[config.mk]
export PLATFORM = sky130hd
export DESIGN_NAME = sensor_frame_checksum_validator_unit
export DESIGN_NICKNAME = d
export VERILOG_FILES = /design/src/hdl/sfcv_pkg.sv /design/src/hdl/sfcv_cfg_regs.sv /design/src/hdl/sfcv_frame_engine.sv /design/src/hdl/sfcv_out_reg.sv /design/src/hdl/sensor_frame_checksum_validator_unit.sv
export SDC_FILE = /design/constraint.sdc
export NUM_CORES = 1
export LEC_CHECK = 0
export BUFFER_PORTS_ARGS = -buffer_cell sky130_fd_sc_hd__buf_2
export CAP_MARGIN = 15
export CORE_MARGIN = 10
export CORE_UTILIZATION = 36
export CTS_CLUSTER_DIAMETER = 120
export CTS_CLUSTER_SIZE = 25
export DETAILED_ROUTE_END_ITERATION = 8
export SKIP_CTS_REPAIR_TIMING = 1
export SYNTH_ARGS = -nofsm -noshare
export SYNTH_HDL_FRONTEND = slang
export SYNTH_HIERARCHICAL = 1
export SYNTH_SLANG_ARGS = --single-unit
[constraint.sdc]
create_clock -name clk -period 4.5 [get_ports clk]
set_input_delay 0.9 -clock clk [delete_from_list [all_inputs] [get_ports clk]]
set_output_delay 0.9 -clock clk [all_outputs]
set_load 0.02 [all_outputs]
[src/hdl/sfcv_pkg.sv]
// ----------------------------------------------------------------------------
// Sensor frame checksum validator package
// Shared widths, status codes, register indexes and the result record.
// ----------------------------------------------------------------------------
`default_nettype none

package sfcv_pkg;

  localparam int unsigned BYTE_W     = 8;
  localparam int unsigned TYPE_W     = 4;
  localparam int unsigned ID_W       = 48;
  localparam int unsigned POS_W      = 9;
  localparam int unsigned CFG_IDX_W  = 8;
  localparam int unsigned ID_LAST    = 7;
  localparam int unsigned SUM_OFFSET = 8;

  localparam logic [BYTE_W-1:0] MAX_LENGTH_RESET = 8'd119;

  typedef enum logic [1:0] {
    ST_ACCEPTED     = 2'd0,
    ST_WRONG_TYPE   = 2'd1,
    ST_BAD_LENGTH   = 2'd2,
    ST_SUM_MISMATCH = 2'd3
  } status_t;

  typedef enum logic [CFG_IDX_W-1:0] {
    CFG_MESSAGE_TYPE = 8'd0,
    CFG_MAX_LENGTH   = 8'd1
  } cfg_index_t;

  typedef struct packed {
    status_t           status;
    logic [ID_W-1:0]   sensor_id;
    logic [BYTE_W-1:0] payload_length;
    logic [BYTE_W-1:0] computed_sum;
  } result_t;

  typedef struct packed {
    logic [TYPE_W-1:0] message_type;
    logic [BYTE_W-1:0] max_payload_length;
  } cfg_t;

endpackage

`default_nettype wire

[src/hdl/sfcv_cfg_regs.sv]
// ----------------------------------------------------------------------------
// Configuration registers
// Holds the expected message type and the largest accepted payload length.
// ----------------------------------------------------------------------------
`default_nettype none

module sfcv_cfg_regs
  import sfcv_pkg::*;
(
  input  wire logic                 clk,
  input  wire logic                 rst,
  input  wire logic                 cfg_valid,
  output logic                      cfg_ready,
  input  wire logic [CFG_IDX_W-1:0] cfg_index,
  input  wire logic [BYTE_W-1:0]    cfg_data,
  output cfg_t                      cfg
);

  assign cfg_ready = 1'b1;

  always_ff @(posedge clk) begin
    if (rst) begin
      cfg.message_type       <= '0;
      cfg.max_payload_length <= MAX_LENGTH_RESET;
    end else if (cfg_valid) begin
      unique case (cfg_index)
        CFG_MESSAGE_TYPE: cfg.message_type       <= cfg_data[BYTE_W-1 -: TYPE_W] & 4'h0
                                                    | cfg_data[TYPE_W-1:0];
        CFG_MAX_LENGTH:   cfg.max_payload_length <= cfg_data;
        default: ;
      endcase
    end
  end

endmodule

`default_nettype wire

[src/hdl/sfcv_frame_engine.sv]
// ----------------------------------------------------------------------------
// Frame engine
// Tracks the position within a frame, checks type and length, accumulates
// the wrapping sum and captures the sensor ID, one byte per step.
// ----------------------------------------------------------------------------
`default_nettype none

module sfcv_frame_engine
  import sfcv_pkg::*;
(
  input  wire logic              clk,
  input  wire logic              rst,
  input  wire logic              step,
  input  wire logic [BYTE_W-1:0] data_byte,
  input  wire logic              frame_start,
  input  wire cfg_t              cfg,
  output logic                   emit,
  output result_t                res
);

  logic              frame_active, frame_active_next;
  logic [POS_W-1:0]  byte_position, byte_position_next;
  logic [BYTE_W-1:0] length_held, length_held_next;
  logic [BYTE_W-1:0] running_sum, running_sum_next;
  logic [ID_W-1:0]   id_held, id_held_next;
  logic [BYTE_W-1:0] sum_plus;
  logic [POS_W-1:0]  sum_position;

  assign sum_plus     = running_sum + data_byte;
  assign sum_position = {1'b0, length_held} + POS_W'(SUM_OFFSET);

  always_comb begin
    frame_active_next  = frame_active;
    byte_position_next = byte_position;
    length_held_next   = length_held;
    running_sum_next   = running_sum;
    id_held_next       = id_held;
    emit               = 1'b0;
    res                = '0;

    if (frame_start) begin
      if (data_byte[BYTE_W-1 -: TYPE_W] != cfg.message_type) begin
        emit              = 1'b1;
        res.status        = ST_WRONG_TYPE;
        frame_active_next = 1'b0;
      end else begin
        frame_active_next  = 1'b1;
        byte_position_next = POS_W'(1);
        length_held_next   = '0;
        running_sum_next   = data_byte;
        id_held_next       = '0;
      end
    end else if (frame_active) begin
      if (byte_position == POS_W'(1)) begin
        if (data_byte == '0 || data_byte > cfg.max_payload_length) begin
          emit               = 1'b1;
          res.status         = ST_BAD_LENGTH;
          res.payload_length = data_byte;
          frame_active_next  = 1'b0;
        end else begin
          length_held_next   = data_byte;
          running_sum_next   = sum_plus;
          byte_position_next = POS_W'(2);
        end
      end else if (byte_position == sum_position) begin
        // Checksum byte: the frame closes with its verdict.
        emit               = 1'b1;
        res.status         = (data_byte == running_sum) ? ST_ACCEPTED : ST_SUM_MISMATCH;
        res.sensor_id      = id_held;
        res.payload_length = length_held;
        res.computed_sum   = running_sum;
        frame_active_next  = 1'b0;
      end else begin
        if (byte_position <= POS_W'(ID_LAST)) begin
          id_held_next = {id_held[ID_W-BYTE_W-1:0], data_byte};
        end
        running_sum_next   = sum_plus;
        byte_position_next = byte_position + POS_W'(1);
      end
    end
  end

  always_ff @(posedge clk) begin
    if (rst) begin
      frame_active  <= 1'b0;
      byte_position <= '0;
      length_held   <= '0;
      running_sum   <= '0;
      id_held       <= '0;
    end else if (step) begin
      frame_active  <= frame_active_next;
      byte_position <= byte_position_next;
      length_held   <= length_held_next;
      running_sum   <= running_sum_next;
      id_held       <= id_held_next;
    end
  end

endmodule

`default_nettype wire

[src/hdl/sfcv_out_reg.sv]
// ----------------------------------------------------------------------------
// Result register
// Holds one finished result until the downstream side takes it.
// ----------------------------------------------------------------------------
`default_nettype none

module sfcv_out_reg
  import sfcv_pkg::*;
(
  input  wire logic    clk,
  input  wire logic    rst,
  input  wire logic    load,
  input  wire result_t res_in,
  output logic         out_valid,
  input  wire logic    out_ready,
  output result_t      res_out
);

  always_ff @(posedge clk) begin
    if (rst) begin
      out_valid <= 1'b0;
    end else if (load) begin
      out_valid <= 1'b1;
    end else if (out_ready) begin
      out_valid <= 1'b0;
    end
  end

  always_ff @(posedge clk) begin
    if (load) begin
      res_out <= res_in;
    end
  end

endmodule

`default_nettype wire

[src/hdl/sensor_frame_checksum_validator_unit.sv]
// ----------------------------------------------------------------------------
// Sensor frame checksum validator
// Checks radio frame bytes for message type, length and additive checksum.
// ----------------------------------------------------------------------------
// The block takes one byte item per clock cycle and keeps that rate as long
// as the result side takes its results. Each byte passes an input register,
// then one step of the frame engine whose status result, if any, lands in
// the result register. At most one result is given per frame: at the first
// rejection or at the checksum byte. The input register and the result
// register are the only stages; a stalled result holds the next byte in the
// input register until it is taken.
`default_nettype none

module sensor_frame_checksum_validator_unit
  import sfcv_pkg::*;
(
  input  wire logic                 clk,
  input  wire logic                 rst,
  input  wire logic                 in_valid,
  output logic                      in_ready,
  input  wire logic [BYTE_W-1:0]    data_byte,
  input  wire logic                 frame_start,
  output logic                      out_valid,
  input  wire logic                 out_ready,
  output logic [1:0]                status,
  output logic [ID_W-1:0]           sensor_id,
  output logic [BYTE_W-1:0]         payload_length,
  output logic [BYTE_W-1:0]         computed_sum,
  input  wire logic                 cfg_valid,
  output logic                      cfg_ready,
  input  wire logic [CFG_IDX_W-1:0] cfg_index,
  input  wire logic [BYTE_W-1:0]    cfg_data
);

  cfg_t              cfg;
  logic              in_full;
  logic [BYTE_W-1:0] byte_q;
  logic              start_q;
  logic              advance;
  logic              emit;
  result_t           res;
  result_t           res_out;

  sfcv_cfg_regs u_cfg (
    .clk       (clk),
    .rst       (rst),
    .cfg_valid (cfg_valid),
    .cfg_ready (cfg_ready),
    .cfg_index (cfg_index),
    .cfg_data  (cfg_data),
    .cfg       (cfg)
  );

  assign advance  = in_full && (!out_valid || out_ready);
  assign in_ready = !in_full || advance;

  always_ff @(posedge clk) begin
    if (rst) begin
      in_full <= 1'b0;
    end else if (in_valid && in_ready) begin
      in_full <= 1'b1;
    end else if (advance) begin
      in_full <= 1'b0;
    end
  end

  always_ff @(posedge clk) begin
    if (in_valid && in_ready) begin
      byte_q  <= data_byte;
      start_q <= frame_start;
    end
  end

  sfcv_frame_engine u_engine (
    .clk         (clk),
    .rst         (rst),
    .step        (advance),
    .data_byte   (byte_q),
    .frame_start (start_q),
    .cfg         (cfg),
    .emit        (emit),
    .res         (res)
  );

  sfcv_out_reg u_out (
    .clk       (clk),
    .rst       (rst),
    .load      (advance && emit),
    .res_in    (res),
    .out_valid (out_valid),
    .out_ready (out_ready),
    .res_out   (res_out)
  );

  assign status         = res_out.status;
  assign sensor_id      = res_out.sensor_id;
  assign payload_length = res_out.payload_length;
  assign computed_sum   = res_out.computed_sum;

endmodule

`default_nettype wire

==> flow_summary.toml <==
[synth]
synth_nets = 684
ys_types = 63
synth_area_per_cell_sq_um = 11.19
synthAdderAreaFrac_pct = 3.451
syn-cell-area_sq_um = 7107
synth.area.top_cells = "edfxtp_1 (32%), dfxtp_1 (25%), a22o_1 (4.9%)"
synth_compound_area_share_pct = 13.13
ys_seq_elements = 163
synth-xor-area-share_pct = 2.218
yosysWarnings = 6
async_reset_ff_share_pct = 0
syn_inst = 635
synth-seq-area-share_pct = 56.48
synth_edf_count = 75
synth.area.mux_share_pct = 2.271
synth_top_family_by_area = "simple AND/OR/NAND/NOR gates"
ys.flop_type = "dfxtp_1"
synthSimpleGateAreaFrac_pct = 18.93
synth.top_cell.area_share_pct = 31.69
yosys.area.top_type = "edfxtp_1"

[placement]
hpwl_um = 12070
place_ws_ns = 1.115
dpl_cell_area_sq_um = 7816
portBuffers = 97
routabilityCongestion = 0.8625

[finish]
syn_to_final_growth_pct = 18.43
n_antenna_cell = 0
multi_input_area_sq_um = 2853
final_util_pct = 43.25
final_layout_size_suffix_gt1_share_pct = 21.42
n_fill_cell = 1822
layout.nets = 769
seqCellArea_sq_um = 4014
final_area_sq_um = 8417

[timing]
slew_headroom_pct = 49.11
setup_tns_ns = 0
rsz0062_at_grt = "false"
setup_viol = 0
worst_slew_pin_slew_ns = 0.7634
fmax_ghz = 0.2925
post-route-min-period_ns = 3.419
period_share_pct = 75.98
fin_skew_ns = 0.009158
finalHoldViolCount = 0
fin_ws_ns = 1.081
drv_slew = 0

[job]
drv_cap = 0

[detailed_routing]
vias = 5097
drt-pass1-iter-count = 5
avgViaCountPerCell = 5.107
wl_um = 16700
drt-wirelength-per-cell_um = 16.73
drtIter0Drc = 342
drc = 0
final_antenna_net_count = 0

[floorplan]
die_y_um = 160.5
dieArea_sq_um = 25760
row_count = 51
io-pin-count = 99
core-area_sq_um = 19460
die_w_um = 160.5
start_util_pct = 36.52

[pwr]
power.density_nw_per_um2 = 376.8
peakVddDrop_v = 0.0002589
p_total_w = 0.003171
leakage_nw = 3.222

[clock_tree]
cts_buffers = 17
clk_latency_ns = 0.43
cts_tree = "built"
clock_sinks = 163
root_buffer = "clkbuf_16"
clockBufferDepth = 2
cts.clk_slew.worst_paths_ns = 0.07
cts_htree_levels = 4

[grt]
grt_overflow_total = 0
grt_max_degree = 68
grt_pass1_wl_um = 26990
grt_pass1_vias = 5125
grt_use_total_pct = 12.94
antenna_found_initial = 0

[setup_path]
endpoint_kind = "register"
start_kind = "register"
worstPathArrival_ns = 3.51
worstPathRequired_ns = 4.59
slowest_stage = "a21oi_1"
crit_top_cell = "a21oi_1"
slowest_delay_ns = 0.63
worstPathMaxFanout = 67
crit_chain = "ha_1, nand4_1, a21oi_1, o31ai_1, a21oi_1, o21ai_0, nand2_1, and3_2, buf_12"
crit_type = "register to register"

[worst_hold_path]
hp-class = "register to register"

[run_status]
status = "complete, no violations"
cell usage after synthesis (5+ instances only):
cell type,n
a22o_1,40
xnor2_1,13
nor2_1,44
nor4_1,5
a22oi_1,8
and2_1,56
ha_1,18
a211oi_1,7
a21oi_1,21
dfxtp_1,88
nand4_1,6
nand2b_1,16
nand3_1,22
clkbuf_1,23
o31ai_1,5
o21ai_0,15
nor3_1,15
nand2_1,35
inv_1,20
nor2b_1,6
xor2_1,5
edfxtp_1,75
buf_4,7
mux2i_1,15
nand4b_1,6
cells in the final DEF (no fill, tap or decap), types with 5 or more instances in the layout:
cell type / n
clkbuf_16: 17
mux2i_1: 15
nand2b_1: 16
a211oi_1: 7
o21ai_0: 15
nand4_1: 6
inv_6: 5
buf_2: 97
nor2b_1: 6
nor4_1: 5
xor2_1: 5
nand4b_1: 6
dfxtp_1: 88
inv_1: 20
edfxtp_1: 75
a22o_1: 40
a22oi_1: 8
nand2_1: 35
buf_4: 5
nand3_1: 22
o31ai_1: 5
xnor2_1: 13
and2_1: 56
a21oi_1: 21
ha_1: 18
nor2_1: 44
nor3_1: 14
logic make-up after synthesis:
logic type	count (synthesis)
multiplexers	16
other	1
buffers and inverters	57
AO/OA/AOI/OAI	124
XOR/XNOR	18
flip-flops	163
AND/OR/NAND/NOR	237
adder cells (fa/ha/maj)	19
report_power, final:
group / leakage (nW) / internal (W) / switching (W)
clock network: 0.289 / 0.000837 / 0.000620
logic: 1.49 / 0.0000466 / 0.0000858
registers: 1.44 / 0.00156 / 0.0000188
total: 3.22 / 0.00245 / 0.000725
final cells by class:
type	count	area share (%)
clock buffers	18	5.099
clock inverters	14	2.037
inverters	20	0.8919
multi-input cells	415	33.89
flip-flops and latches	163	47.69
well taps	265	3.939
repair buffers	103	6.452
worst paths after layout:
| kind | startpoint | depth (start not counted) | slack, ns | end |
|---|---|---|---|---|
| max | byte_q[7] | 9 | 1.08 | u_out/res_out[15] |
| min | u_engine/id_held[41] | 1 | 0.47 | u_engine/id_held[41] |
| max reg2reg | byte_q[7] | 9 | 1.08 | u_out/res_out[15] |
| min reg2reg | u_engine/id_held[41] | 1 | 0.47 | u_engine/id_held[41] |
state kept, by name, indices dropped and copies added (netlist names):
name                    flops
u_out/out_valid             1
start_q                     1
u_engine/length_held        8
u_engine/byte_position      9
in_full                     1
byte_q                      8
u_engine/frame_active       1
u_engine/running_sum        8
u_engine/id_held           48
u_out/res_out              66
u_cfg/cfg                  12
stage by stage:
stage	std cells	hold WS [ns]
floorplan	635	0.4404
global placement	966	0.4551
detailed placement	966	0.4591
CTS	998	0.4769
global route	998	0.4903
finish	998	0.4705
worst max-delay path: cells and delay by family (launching register included):
| family | cells | cell delay (ns) |
|---|---|---|
| buf+inv | 1 | 0.30 |
| fa+ha+maj | 1 | 0.40 |
| simple gates | 3 | 0.42 |
| flops | 1 | 0.60 |
| compound gates | 4 | 1.30 |
metal layers:
layer  vias to the layer above  part of all wire [%]  GRT usage [%]
met5                         -                     0              0
met4                         0                   1.7          4.841
met3                        24                   7.4          4.703
met2                       178                    47          20.78
met1                      2421                    44          15.56
li1                       2474                     -              -
Note: power is estimated with default switching activity, not from simulation.
